### src/anmf_pkg.sv
// Shared types and constants of the APU mixer and output filter chain.
// No dependencies; every other file refers to it by scoped names.
`timescale 1ns / 1ps

package anmf_pkg;

  localparam int LEVEL_W       = 4;
  localparam int DMC_W         = 7;
  localparam int MIX_W         = 16;
  localparam int GAIN_W        = 16;
  localparam int COEFF_W       = 15;
  localparam int OPB_W         = 16;
  localparam int SCALE_SHIFT   = 16;
  localparam int PULSE_ENTRIES = 31;
  localparam int PULSE_IDX_W   = 5;

  localparam int CFG_IDX_W  = 3;
  localparam int CFG_DATA_W = 16;

  localparam logic [CFG_IDX_W-1:0] CFG_OUTPUT_GAIN  = 3'd0;
  localparam logic [CFG_IDX_W-1:0] CFG_FIRST_HP     = 3'd1;
  localparam logic [CFG_IDX_W-1:0] CFG_SECOND_HP    = 3'd2;
  localparam logic [CFG_IDX_W-1:0] CFG_LOWPASS      = 3'd3;

  localparam logic [GAIN_W-1:0]  GAIN_RESET      = 16'd32767;
  localparam logic [COEFF_W-1:0] FIRST_HP_RESET  = 15'd32353;
  localparam logic [COEFF_W-1:0] SECOND_HP_RESET = 15'd30836;
  localparam logic [COEFF_W-1:0] LOWPASS_RESET   = 15'd21826;

  typedef struct packed {
    logic start;
    logic scale_mode;
  } mac_ctl_t;

endpackage

### src/anmf_mix_rom.sv
// Nonlinear mixing tables: pulse and triangle/noise/DMC lookups summed into a
// registered Q0.16 mix. Depends on anmf_pkg.
`timescale 1ns / 1ps

module anmf_mix_rom #(
  parameter int MIX_ROM_ENTRIES = 203
) (
  input  logic                                clk,
  input  logic                                en,
  input  logic [anmf_pkg::LEVEL_W-1:0]        pulse_one_level,
  input  logic [anmf_pkg::LEVEL_W-1:0]        pulse_two_level,
  input  logic [anmf_pkg::LEVEL_W-1:0]        triangle_level,
  input  logic [anmf_pkg::LEVEL_W-1:0]        noise_level,
  input  logic [anmf_pkg::DMC_W-1:0]          dmc_level,
  output logic [anmf_pkg::MIX_W-1:0]          mix
);

  localparam int TND_IDX_W = $clog2(MIX_ROM_ENTRIES);

  logic [anmf_pkg::MIX_W-1:0]       pulse_tab [anmf_pkg::PULSE_ENTRIES];
  logic [anmf_pkg::MIX_W-1:0]       tnd_tab   [MIX_ROM_ENTRIES];
  logic [anmf_pkg::PULSE_IDX_W-1:0] pulse_idx;
  logic [7:0]                       tnd_sum;
  logic [TND_IDX_W-1:0]             tnd_idx;
  logic [anmf_pkg::MIX_W:0]         mix_sum;
  logic [anmf_pkg::MIX_W-1:0]       mix_r;

  for (genvar i = 0; i < anmf_pkg::PULSE_ENTRIES; i++) begin : g_pulse
    localparam longint unsigned DEN = 64'd812800 + 64'd10000 * i;
    localparam longint unsigned VAL = (64'd9552 * i * 64'd65536 + DEN / 2) / DEN;
    assign pulse_tab[i] = VAL[anmf_pkg::MIX_W-1:0];
  end

  for (genvar i = 0; i < MIX_ROM_ENTRIES; i++) begin : g_tnd
    localparam longint unsigned DEN = 64'd2432900 + 64'd10000 * i;
    localparam longint unsigned VAL = (64'd16367 * i * 64'd65536 + DEN / 2) / DEN;
    assign tnd_tab[i] = VAL[anmf_pkg::MIX_W-1:0];
  end

  assign pulse_idx = {1'b0, pulse_one_level} + {1'b0, pulse_two_level};
  assign tnd_sum   = {4'd0, triangle_level} + {3'd0, triangle_level, 1'b0}
                   + {3'd0, noise_level, 1'b0} + {1'b0, dmc_level};
  assign tnd_idx   = TND_IDX_W'(tnd_sum);
  assign mix_sum   = {1'b0, pulse_tab[pulse_idx]} + {1'b0, tnd_tab[tnd_idx]};

  // The two table entries always sum below one in Q0.16.
  always_ff @(posedge clk) begin
    if (en) begin
      mix_r <= mix_sum[anmf_pkg::MIX_W-1:0];
    end
  end

  assign mix = mix_r;

endmodule

### src/anmf_mac.sv
// Shared multiply-accumulate unit: registered product, then addend, shift with
// truncation toward zero and saturation to the sample width. Depends on anmf_pkg.
`timescale 1ns / 1ps

module anmf_mac #(
  parameter int SAMPLE_WIDTH    = 16,
  parameter int COEFF_FRAC_BITS = 15,
  parameter int A_W             = 18,
  parameter int ACC_W           = 36
) (
  input  logic                                clk,
  input  anmf_pkg::mac_ctl_t                  ctl,
  input  logic signed [A_W-1:0]               op_a,
  input  logic [anmf_pkg::OPB_W-1:0]          op_b,
  input  logic signed [ACC_W-1:0]             addend,
  output logic signed [SAMPLE_WIDTH-1:0]      result
);

  localparam int PROD_W = A_W + anmf_pkg::OPB_W + 1;

  localparam logic signed [ACC_W-1:0] BIAS_F =
    ACC_W'((64'd1 << COEFF_FRAC_BITS) - 64'd1);
  localparam logic signed [ACC_W-1:0] BIAS_S =
    ACC_W'((64'd1 << anmf_pkg::SCALE_SHIFT) - 64'd1);
  localparam logic signed [ACC_W-1:0] SAT_HI =
    $signed({{(ACC_W-SAMPLE_WIDTH+1){1'b0}}, {(SAMPLE_WIDTH-1){1'b1}}});
  localparam logic signed [ACC_W-1:0] SAT_LO =
    $signed({{(ACC_W-SAMPLE_WIDTH+1){1'b1}}, {(SAMPLE_WIDTH-1){1'b0}}});

  logic signed [PROD_W-1:0] prod_nxt;
  logic signed [PROD_W-1:0] prod_r;
  logic signed [ACC_W-1:0]  addend_r;
  logic                     scale_r;
  logic signed [ACC_W-1:0]  sum;
  logic signed [ACC_W-1:0]  biased;
  logic signed [ACC_W-1:0]  quot;

  assign prod_nxt = op_a * $signed({1'b0, op_b});

  always_ff @(posedge clk) begin
    if (ctl.start) begin
      prod_r   <= prod_nxt;
      addend_r <= addend;
      scale_r  <= ctl.scale_mode;
    end
  end

  always_comb begin
    sum = $signed({{(ACC_W-PROD_W){prod_r[PROD_W-1]}}, prod_r}) + addend_r;
    if (scale_r) begin
      biased = sum + (sum[ACC_W-1] ? BIAS_S : '0);
      quot   = biased >>> anmf_pkg::SCALE_SHIFT;
    end else begin
      biased = sum + (sum[ACC_W-1] ? BIAS_F : '0);
      quot   = biased >>> COEFF_FRAC_BITS;
    end
    if (quot > SAT_HI) begin
      result = SAT_HI[SAMPLE_WIDTH-1:0];
    end else if (quot < SAT_LO) begin
      result = SAT_LO[SAMPLE_WIDTH-1:0];
    end else begin
      result = quot[SAMPLE_WIDTH-1:0];
    end
  end

endmodule

### src/apu_nonlinear_mixer_filter_chain_unit.sv
// Top level of the APU mixer and output filter chain: sequencer, history and
// configuration registers. Depends on anmf_pkg, anmf_mix_rom and anmf_mac.
`timescale 1ns / 1ps

// Each beat of channel levels is mixed through the nonlinear tables, scaled by
// the output gain, and run through two high-pass stages and one low-pass stage.
// One multiplier is shared by the gain and the three filter stages, with a
// multiply and a post state per use; a filtered beat holds the block from
// acceptance until its low-pass result is stored. A beat with block_start set,
// or the first beat after reset, passes the scaled sample straight through.
// in_stall is high while a beat is in progress; a result that has not been
// taken only delays the end of the following beat. Configuration should be
// written while no beat is in progress.
module apu_nonlinear_mixer_filter_chain_unit #(
  parameter int SAMPLE_WIDTH    = 16,
  parameter int COEFF_FRAC_BITS = 15,
  parameter int MIX_ROM_ENTRIES = 203
) (
  input  logic                                 clk,
  input  logic                                 rst_n,
  input  logic                                 in_valid,
  output logic                                 in_stall,
  input  logic [anmf_pkg::LEVEL_W-1:0]         in_pulse_one_level,
  input  logic [anmf_pkg::LEVEL_W-1:0]         in_pulse_two_level,
  input  logic [anmf_pkg::LEVEL_W-1:0]         in_triangle_level,
  input  logic [anmf_pkg::LEVEL_W-1:0]         in_noise_level,
  input  logic [anmf_pkg::DMC_W-1:0]           in_dmc_level,
  input  logic                                 in_block_start,
  output logic                                 out_valid,
  input  logic                                 out_stall,
  output logic signed [SAMPLE_WIDTH-1:0]       out_filtered_sample,
  input  logic                                 cfg_wr_en,
  input  logic [anmf_pkg::CFG_IDX_W-1:0]       cfg_index,
  input  logic [anmf_pkg::CFG_DATA_W-1:0]      cfg_wdata
);

  localparam int SW     = SAMPLE_WIDTH;
  localparam int F      = COEFF_FRAC_BITS;
  localparam int A_W    = (SW + 2 > anmf_pkg::MIX_W + 1) ? SW + 2 : anmf_pkg::MIX_W + 1;
  localparam int PROD_W = A_W + anmf_pkg::OPB_W + 1;
  localparam int ACC_W  = ((PROD_W > SW + F) ? PROD_W : SW + F) + 1;

  typedef enum logic [8:0] {
    ST_IDLE       = 9'b000000001,
    ST_SCALE_MUL  = 9'b000000010,
    ST_SCALE_POST = 9'b000000100,
    ST_HP1_MUL    = 9'b000001000,
    ST_HP1_POST   = 9'b000010000,
    ST_HP2_MUL    = 9'b000100000,
    ST_HP2_POST   = 9'b001000000,
    ST_LP_MUL     = 9'b010000000,
    ST_LP_POST    = 9'b100000000
  } state_t;

  state_t state_r, state_nxt;

  logic [anmf_pkg::GAIN_W-1:0]  gain_r, gain_nxt;
  logic [anmf_pkg::COEFF_W-1:0] hp1_coeff_r, hp1_coeff_nxt;
  logic [anmf_pkg::COEFF_W-1:0] hp2_coeff_r, hp2_coeff_nxt;
  logic [anmf_pkg::COEFF_W-1:0] lp_coeff_r, lp_coeff_nxt;

  logic                 hist_valid_r, hist_valid_nxt;
  logic                 out_valid_r, out_valid_nxt;
  logic                 start_r, start_nxt;
  logic signed [SW-1:0] prev_x_r, prev_x_nxt;
  logic signed [SW-1:0] prev_h1_r, prev_h1_nxt;
  logic signed [SW-1:0] prev_h2_r, prev_h2_nxt;
  logic signed [SW-1:0] prev_y_r, prev_y_nxt;
  logic signed [SW-1:0] x_r, x_nxt;
  logic signed [SW-1:0] h1_r, h1_nxt;
  logic signed [SW-1:0] h2_r, h2_nxt;
  logic signed [SW-1:0] out_sample_r, out_sample_nxt;

  logic                          in_fire;
  logic                          out_free;
  logic [anmf_pkg::MIX_W-1:0]    mix;
  anmf_pkg::mac_ctl_t            mac_ctl;
  logic signed [A_W-1:0]         op_a;
  logic [anmf_pkg::OPB_W-1:0]    op_b;
  logic signed [ACC_W-1:0]       addend;
  logic signed [SW-1:0]          mac_res;

  assign in_stall  = (state_r != ST_IDLE);
  assign in_fire   = in_valid && (state_r == ST_IDLE);
  assign out_free  = !out_valid_r || !out_stall;
  assign out_valid = out_valid_r;
  assign out_filtered_sample = out_sample_r;

  anmf_mix_rom #(
    .MIX_ROM_ENTRIES(MIX_ROM_ENTRIES)
  ) u_mix_rom (
    .clk             (clk),
    .en              (in_fire),
    .pulse_one_level (in_pulse_one_level),
    .pulse_two_level (in_pulse_two_level),
    .triangle_level  (in_triangle_level),
    .noise_level     (in_noise_level),
    .dmc_level       (in_dmc_level),
    .mix             (mix)
  );

  anmf_mac #(
    .SAMPLE_WIDTH    (SW),
    .COEFF_FRAC_BITS (F),
    .A_W             (A_W),
    .ACC_W           (ACC_W)
  ) u_mac (
    .clk    (clk),
    .ctl    (mac_ctl),
    .op_a   (op_a),
    .op_b   (op_b),
    .addend (addend),
    .result (mac_res)
  );

  // Operand selection for the shared multiplier.
  always_comb begin
    mac_ctl.start      = 1'b0;
    mac_ctl.scale_mode = 1'b0;
    op_a   = '0;
    op_b   = '0;
    addend = '0;
    case (state_r)
      ST_SCALE_MUL: begin
        mac_ctl.start      = 1'b1;
        mac_ctl.scale_mode = 1'b1;
        op_a = $signed({{(A_W-anmf_pkg::MIX_W){1'b0}}, mix});
        op_b = gain_r;
      end
      ST_HP1_MUL: begin
        mac_ctl.start = 1'b1;
        op_a = $signed({{(A_W-SW){prev_h1_r[SW-1]}}, prev_h1_r})
             + $signed({{(A_W-SW){x_r[SW-1]}}, x_r})
             - $signed({{(A_W-SW){prev_x_r[SW-1]}}, prev_x_r});
        op_b = {1'b0, hp1_coeff_r};
      end
      ST_HP2_MUL: begin
        mac_ctl.start = 1'b1;
        op_a = $signed({{(A_W-SW){prev_h2_r[SW-1]}}, prev_h2_r})
             + $signed({{(A_W-SW){h1_r[SW-1]}}, h1_r})
             - $signed({{(A_W-SW){prev_h1_r[SW-1]}}, prev_h1_r});
        op_b = {1'b0, hp2_coeff_r};
      end
      ST_LP_MUL: begin
        mac_ctl.start = 1'b1;
        op_a = $signed({{(A_W-SW){h2_r[SW-1]}}, h2_r})
             - $signed({{(A_W-SW){prev_y_r[SW-1]}}, prev_y_r});
        op_b = {1'b0, lp_coeff_r};
        addend = $signed({{(ACC_W-SW-F){prev_y_r[SW-1]}}, prev_y_r, {F{1'b0}}});
      end
      default: begin
      end
    endcase
  end

  always_comb begin
    state_nxt      = state_r;
    hist_valid_nxt = hist_valid_r;
    out_valid_nxt  = out_valid_r && out_stall;
    out_sample_nxt = out_sample_r;
    start_nxt      = start_r;
    prev_x_nxt     = prev_x_r;
    prev_h1_nxt    = prev_h1_r;
    prev_h2_nxt    = prev_h2_r;
    prev_y_nxt     = prev_y_r;
    x_nxt          = x_r;
    h1_nxt         = h1_r;
    h2_nxt         = h2_r;
    gain_nxt       = gain_r;
    hp1_coeff_nxt  = hp1_coeff_r;
    hp2_coeff_nxt  = hp2_coeff_r;
    lp_coeff_nxt   = lp_coeff_r;

    if (cfg_wr_en) begin
      case (cfg_index)
        anmf_pkg::CFG_OUTPUT_GAIN: gain_nxt      = cfg_wdata;
        anmf_pkg::CFG_FIRST_HP:    hp1_coeff_nxt = cfg_wdata[anmf_pkg::COEFF_W-1:0];
        anmf_pkg::CFG_SECOND_HP:   hp2_coeff_nxt = cfg_wdata[anmf_pkg::COEFF_W-1:0];
        anmf_pkg::CFG_LOWPASS:     lp_coeff_nxt  = cfg_wdata[anmf_pkg::COEFF_W-1:0];
        default: begin
        end
      endcase
    end

    case (state_r)
      ST_IDLE: begin
        if (in_fire) begin
          start_nxt = in_block_start;
          state_nxt = ST_SCALE_MUL;
        end
      end
      ST_SCALE_MUL: state_nxt = ST_SCALE_POST;
      ST_SCALE_POST: begin
        if (start_r || !hist_valid_r) begin
          // Restart: the scaled sample goes out as is and seeds all history.
          if (out_free) begin
            out_valid_nxt  = 1'b1;
            out_sample_nxt = mac_res;
            prev_x_nxt     = mac_res;
            prev_h1_nxt    = mac_res;
            prev_h2_nxt    = mac_res;
            prev_y_nxt     = mac_res;
            hist_valid_nxt = 1'b1;
            state_nxt      = ST_IDLE;
          end
        end else begin
          x_nxt     = mac_res;
          state_nxt = ST_HP1_MUL;
        end
      end
      ST_HP1_MUL: state_nxt = ST_HP1_POST;
      ST_HP1_POST: begin
        h1_nxt    = mac_res;
        state_nxt = ST_HP2_MUL;
      end
      ST_HP2_MUL: state_nxt = ST_HP2_POST;
      ST_HP2_POST: begin
        h2_nxt    = mac_res;
        state_nxt = ST_LP_MUL;
      end
      ST_LP_MUL: state_nxt = ST_LP_POST;
      ST_LP_POST: begin
        if (out_free) begin
          out_valid_nxt  = 1'b1;
          out_sample_nxt = mac_res;
          prev_x_nxt     = x_r;
          prev_h1_nxt    = h1_r;
          prev_h2_nxt    = h2_r;
          prev_y_nxt     = mac_res;
          state_nxt      = ST_IDLE;
        end
      end
      default: state_nxt = ST_IDLE;
    endcase
  end

  always_ff @(posedge clk) begin
    if (!rst_n) begin
      state_r      <= ST_IDLE;
      hist_valid_r <= 1'b0;
      out_valid_r  <= 1'b0;
      gain_r       <= anmf_pkg::GAIN_RESET;
      hp1_coeff_r  <= anmf_pkg::FIRST_HP_RESET;
      hp2_coeff_r  <= anmf_pkg::SECOND_HP_RESET;
      lp_coeff_r   <= anmf_pkg::LOWPASS_RESET;
    end else begin
      state_r      <= state_nxt;
      hist_valid_r <= hist_valid_nxt;
      out_valid_r  <= out_valid_nxt;
      gain_r       <= gain_nxt;
      hp1_coeff_r  <= hp1_coeff_nxt;
      hp2_coeff_r  <= hp2_coeff_nxt;
      lp_coeff_r   <= lp_coeff_nxt;
    end
  end

  always_ff @(posedge clk) begin
    start_r      <= start_nxt;
    out_sample_r <= out_sample_nxt;
    prev_x_r     <= prev_x_nxt;
    prev_h1_r    <= prev_h1_nxt;
    prev_h2_r    <= prev_h2_nxt;
    prev_y_r     <= prev_y_nxt;
    x_r          <= x_nxt;
    h1_r         <= h1_nxt;
    h2_r         <= h2_nxt;
  end

endmodule
### config.mk
export PLATFORM = sky130hd
export DESIGN_NAME = apu_nonlinear_mixer_filter_chain_unit
export DESIGN_NICKNAME = d
export VERILOG_FILES = /design/src/anmf_pkg.sv /design/src/anmf_mix_rom.sv /design/src/anmf_mac.sv /design/src/apu_nonlinear_mixer_filter_chain_unit.sv
export SDC_FILE = /design/constraint.sdc
export NUM_CORES = 2
export LEC_CHECK = 0
export ABC_AREA = 0
export BUFFER_PORTS_ARGS = -buffer_cell sky130_fd_sc_hd__clkbuf_2
export CAP_MARGIN = 10
export CELL_PAD_IN_SITES_DETAIL_PLACEMENT = 1
export CELL_PAD_IN_SITES_GLOBAL_PLACEMENT = 2
export CORE_MARGIN = 2
export CORE_UTILIZATION = 37
export DETAILED_ROUTE_END_ITERATION = 16
export PLACE_DENSITY_LB_ADDON = 0.1
export SETUP_SLACK_MARGIN = 0.3
export SLEW_MARGIN = 25
export SYNTH_ARGS = -nofsm -noshare
export SYNTH_HDL_FRONTEND = slang
export SYNTH_SLANG_ARGS = --single-unit
### constraint.sdc
create_clock -name clk -period 9.5 [get_ports clk]
set_clock_uncertainty 0.2 [all_clocks]
set_input_delay 0.475 -clock clk [delete_from_list [all_inputs] [get_ports clk]]
set_output_delay 0.475 -clock clk [all_outputs]
set_load 0.02 [all_outputs]
==> metrics.txt <==
via count of the first global-routing pass=31000; largest net degree at the start of global routing=96; Critical Setup Path Class=reg -> reg; first-pass GRT wire length=190000 um; TritonCTS clock tree=done; clk buf depth=3; routed wire length per instance=24.0 um; IO Port Bufs=65; hold crit path type=in -> reg; multiplexer area fraction after synthesis=0.812%; Tcrit/Tclk final=104%; Internal Pwr Total=3.17 mW; worst slew pin tran=1.04 ns; Worst VDD drop=0.306 mV; number of synthesized flops with an enable pin=181; outcome=complete, but fails checks; Power Density=156 nW/um^2; Fin. Hold Viols=0; die area=89800 um^2; IO Pins=66; YS warnings=0; vias per std cell=5.58; Adder-Cell Fraction of Synth Area=29.4%; core box area=86800 um^2; Gate Count Post-Synth=3809; asr flop ratio synth=0%; Tmin final=9.90 ns; drt first pass iters=7; final setup vio count=5; maxcap violations=0; Post-Synth XOR/XNOR Area=3.70%; leakage power=16.6 nW; Clock Latency Late Sink=0.58 ns; sequential-to-total area share from yosys stat=21.3%; Setup WS post-layout=-0.396 ns; R2R setup slack=-0.40 ns; total grt overflow=0; initial drt markers=1805; critical path data required time=9.60 ns; Avg Cell Area, Syn=8.49 um^2; FMAX=101 MHz; Slowest-stage cell, CP=fa_1; Most used DFF post-synth=edfxtp_1; Die Ht=300 um; Slowest Stage Delay on Critical Path=0.53 ns; root buffer cell=clkbuf_16; Total GRT Usage=27.3%; Tot Pwr=5.86 mW; crit path DAT=10.00 ns; critical path capture point type=register; largest family of logic cells by synthesized area=adder cells; post-DP HPWL=97500 um; Switching Share=45.8%; cell area after synthesis=32300 um^2; combinational power share=55.5%; vias=28800; Synth Area in Simple Gates=17.6%; remaining antenna violation count=0; Routed WL=124000 um; # diodes=0; Clk pwr share=22.0%; RSZ-0062 raised after global routing=true; crit-path max FO=4; nets@finish=4592; GPL Wtd Cong=0.915; Die Width=300 um; power share of the sequential group=22.5%; Sink Count=253; fin area=37500 um^2; initial core utilization=37.3%; NetSw=2.69 mW; share of cells above drive strength 1=14.8%; DRC=0; CTS clk-pin slew, worst paths=0.06 ns; Most Frequent Cell on Critical Path=fa_1; Layout area overhead=16.0%; FF+latch count, synth=253; Num CTS Buffers=34; CP startpoint kind=register; num rows=108; most frequent cells in the layout=inv_1, nand2_1, fa_1; Post-DP Area=35400 um^2; Slew HR=30.4%; commonest non-fill, non-tap cell in the layout=inv_1; max-slew violation count=0; violated checks=setup timing; initial antenna violation count=1; Distinct cells, synth=107; compound-cell area share of the yosys netlist=18.1%; H-tree lvl count=2
-- Yosys cell counts (all sizes together), types with 40 or more instances --
library cell / instances / area share, %
inv: 568 / 6.6
a21oi: 203 / 3.2
ha: 230 / 8.9
clkbuf: 166 / 1.9
buf: 40 / 0.61
fa: 329 / 20
nor2: 261 / 3.1
xnor2: 96 / 2.6
nand2: 496 / 5.8
dfxtp: 72 / 4.5
nor3: 89 / 1.6
nor2b: 54 / 1.0
edfxtp: 181 / 17
and2: 72 / 1.4
o21ai: 189 / 3.0
nand3: 95 / 1.5
o211ai: 46 / 1.1
a211oi: 50 / 1.3
-- critical path, delay by kind of cell (launching register included) --
family	cells	cell delay, ns
and+or+nand+nor	5	1.11
DFF	1	0.42
adders and majority gates	9	4.02
buffers and inverters	7	0.68
xor gates and xnor gates	2	0.25
AOI/OAI and AO/OA	15	2.94
-- cells by family after synthesis --
logic type / count (synthesis)
AO/OA/AOI/OAI: 861
XOR/XNOR: 134
adder cells (fa/ha/maj): 562
buffers and inverters: 775
flip-flops: 253
multiplexers: 17
other: 2
AND/OR/NAND/NOR: 1205
-- layer usage --
layer	vias up	global-route usage, %	share of wire (%)
li1	13200	-	-
met1	14700	36.9	45
met2	660	47.2	48
met3	150	2.21	3.8
met4	0	7.21	2.8
met5	-	0	0
-- area by class of cell --
cell class / count / area (um^2)
multi-input combinational: 2782 / 23300
clock inverter: 16 / 199
inverter: 569 / 2140
clock buffer: 43 / 895
fill: 10100 / 49200
timing repair buffer: 345 / 2630
tap: 1155 / 1450
sequential: 253 / 6880
-- per-stage QoR --
step,std cells,utilization [%],hold slack (ns),setup slack [ns],setup TNS [ns]
after detailed placement,5055,40.8,0.256,-0.595,-3.87
after global placement,5054,40.8,0.238,-0.484,-2.91
after floorplan,3810,-,0.233,0.307,0
after global routing,5163,43.2,0.0278,-0.754,-4.16
after CTS,5144,42.6,0.00206,-0.348,-0.929
final,5163,43.2,0.0188,-0.396,-1.17
-- sequential cells by signal (all words and copies together), names as in the netlist, 16 cells and up --
register,flops
u_mac.prod_r,35
gain_r,16
h1_r,16
h2_r,16
prev_h1_r,16
prev_h2_r,16
prev_x_r,16
prev_y_r,16
u_mac.addend_r,16
u_mix_rom.mix,16
x_r,16
-- power groups by stage --
stage | sequential (mW) | clock, mW | combinational [mW]
global route | 1.32 | 1.36 | 3.53
floorplan | 1.33 | 0 | 2.10
finish | 1.32 | 1.29 | 3.25
global placement | 1.34 | 0 | 3.12
CTS | 1.32 | 1.32 | 3.20
detailed placement | 1.34 | 0 | 3.18
-- path summary, 6_finish.rpt --
check,depth (start not counted),startpoint,end
max,38,h1_r[1],u_mac.prod_r[34]
max reg2reg,38,h1_r[1],u_mac.prod_r[34]
min,3,cfg_wdata[11],hp2_coeff_r[11]
min reg2reg,1,hist_valid_r,hist_valid_r
-- what timing repair did --
| item | in CTS | in global routing |
|---|---|---|
| hold buffers | 11 | 0 |
| buffers inserted | 19 | 19 |
| pin swaps | 66 | 67 |
| endpoints found under the setup margin | 15 | 18 |
| hold endpoints to repair | 28 | 0 |
| resized for setup | 49 | 98 |
(Power assumes the default switching activity.)
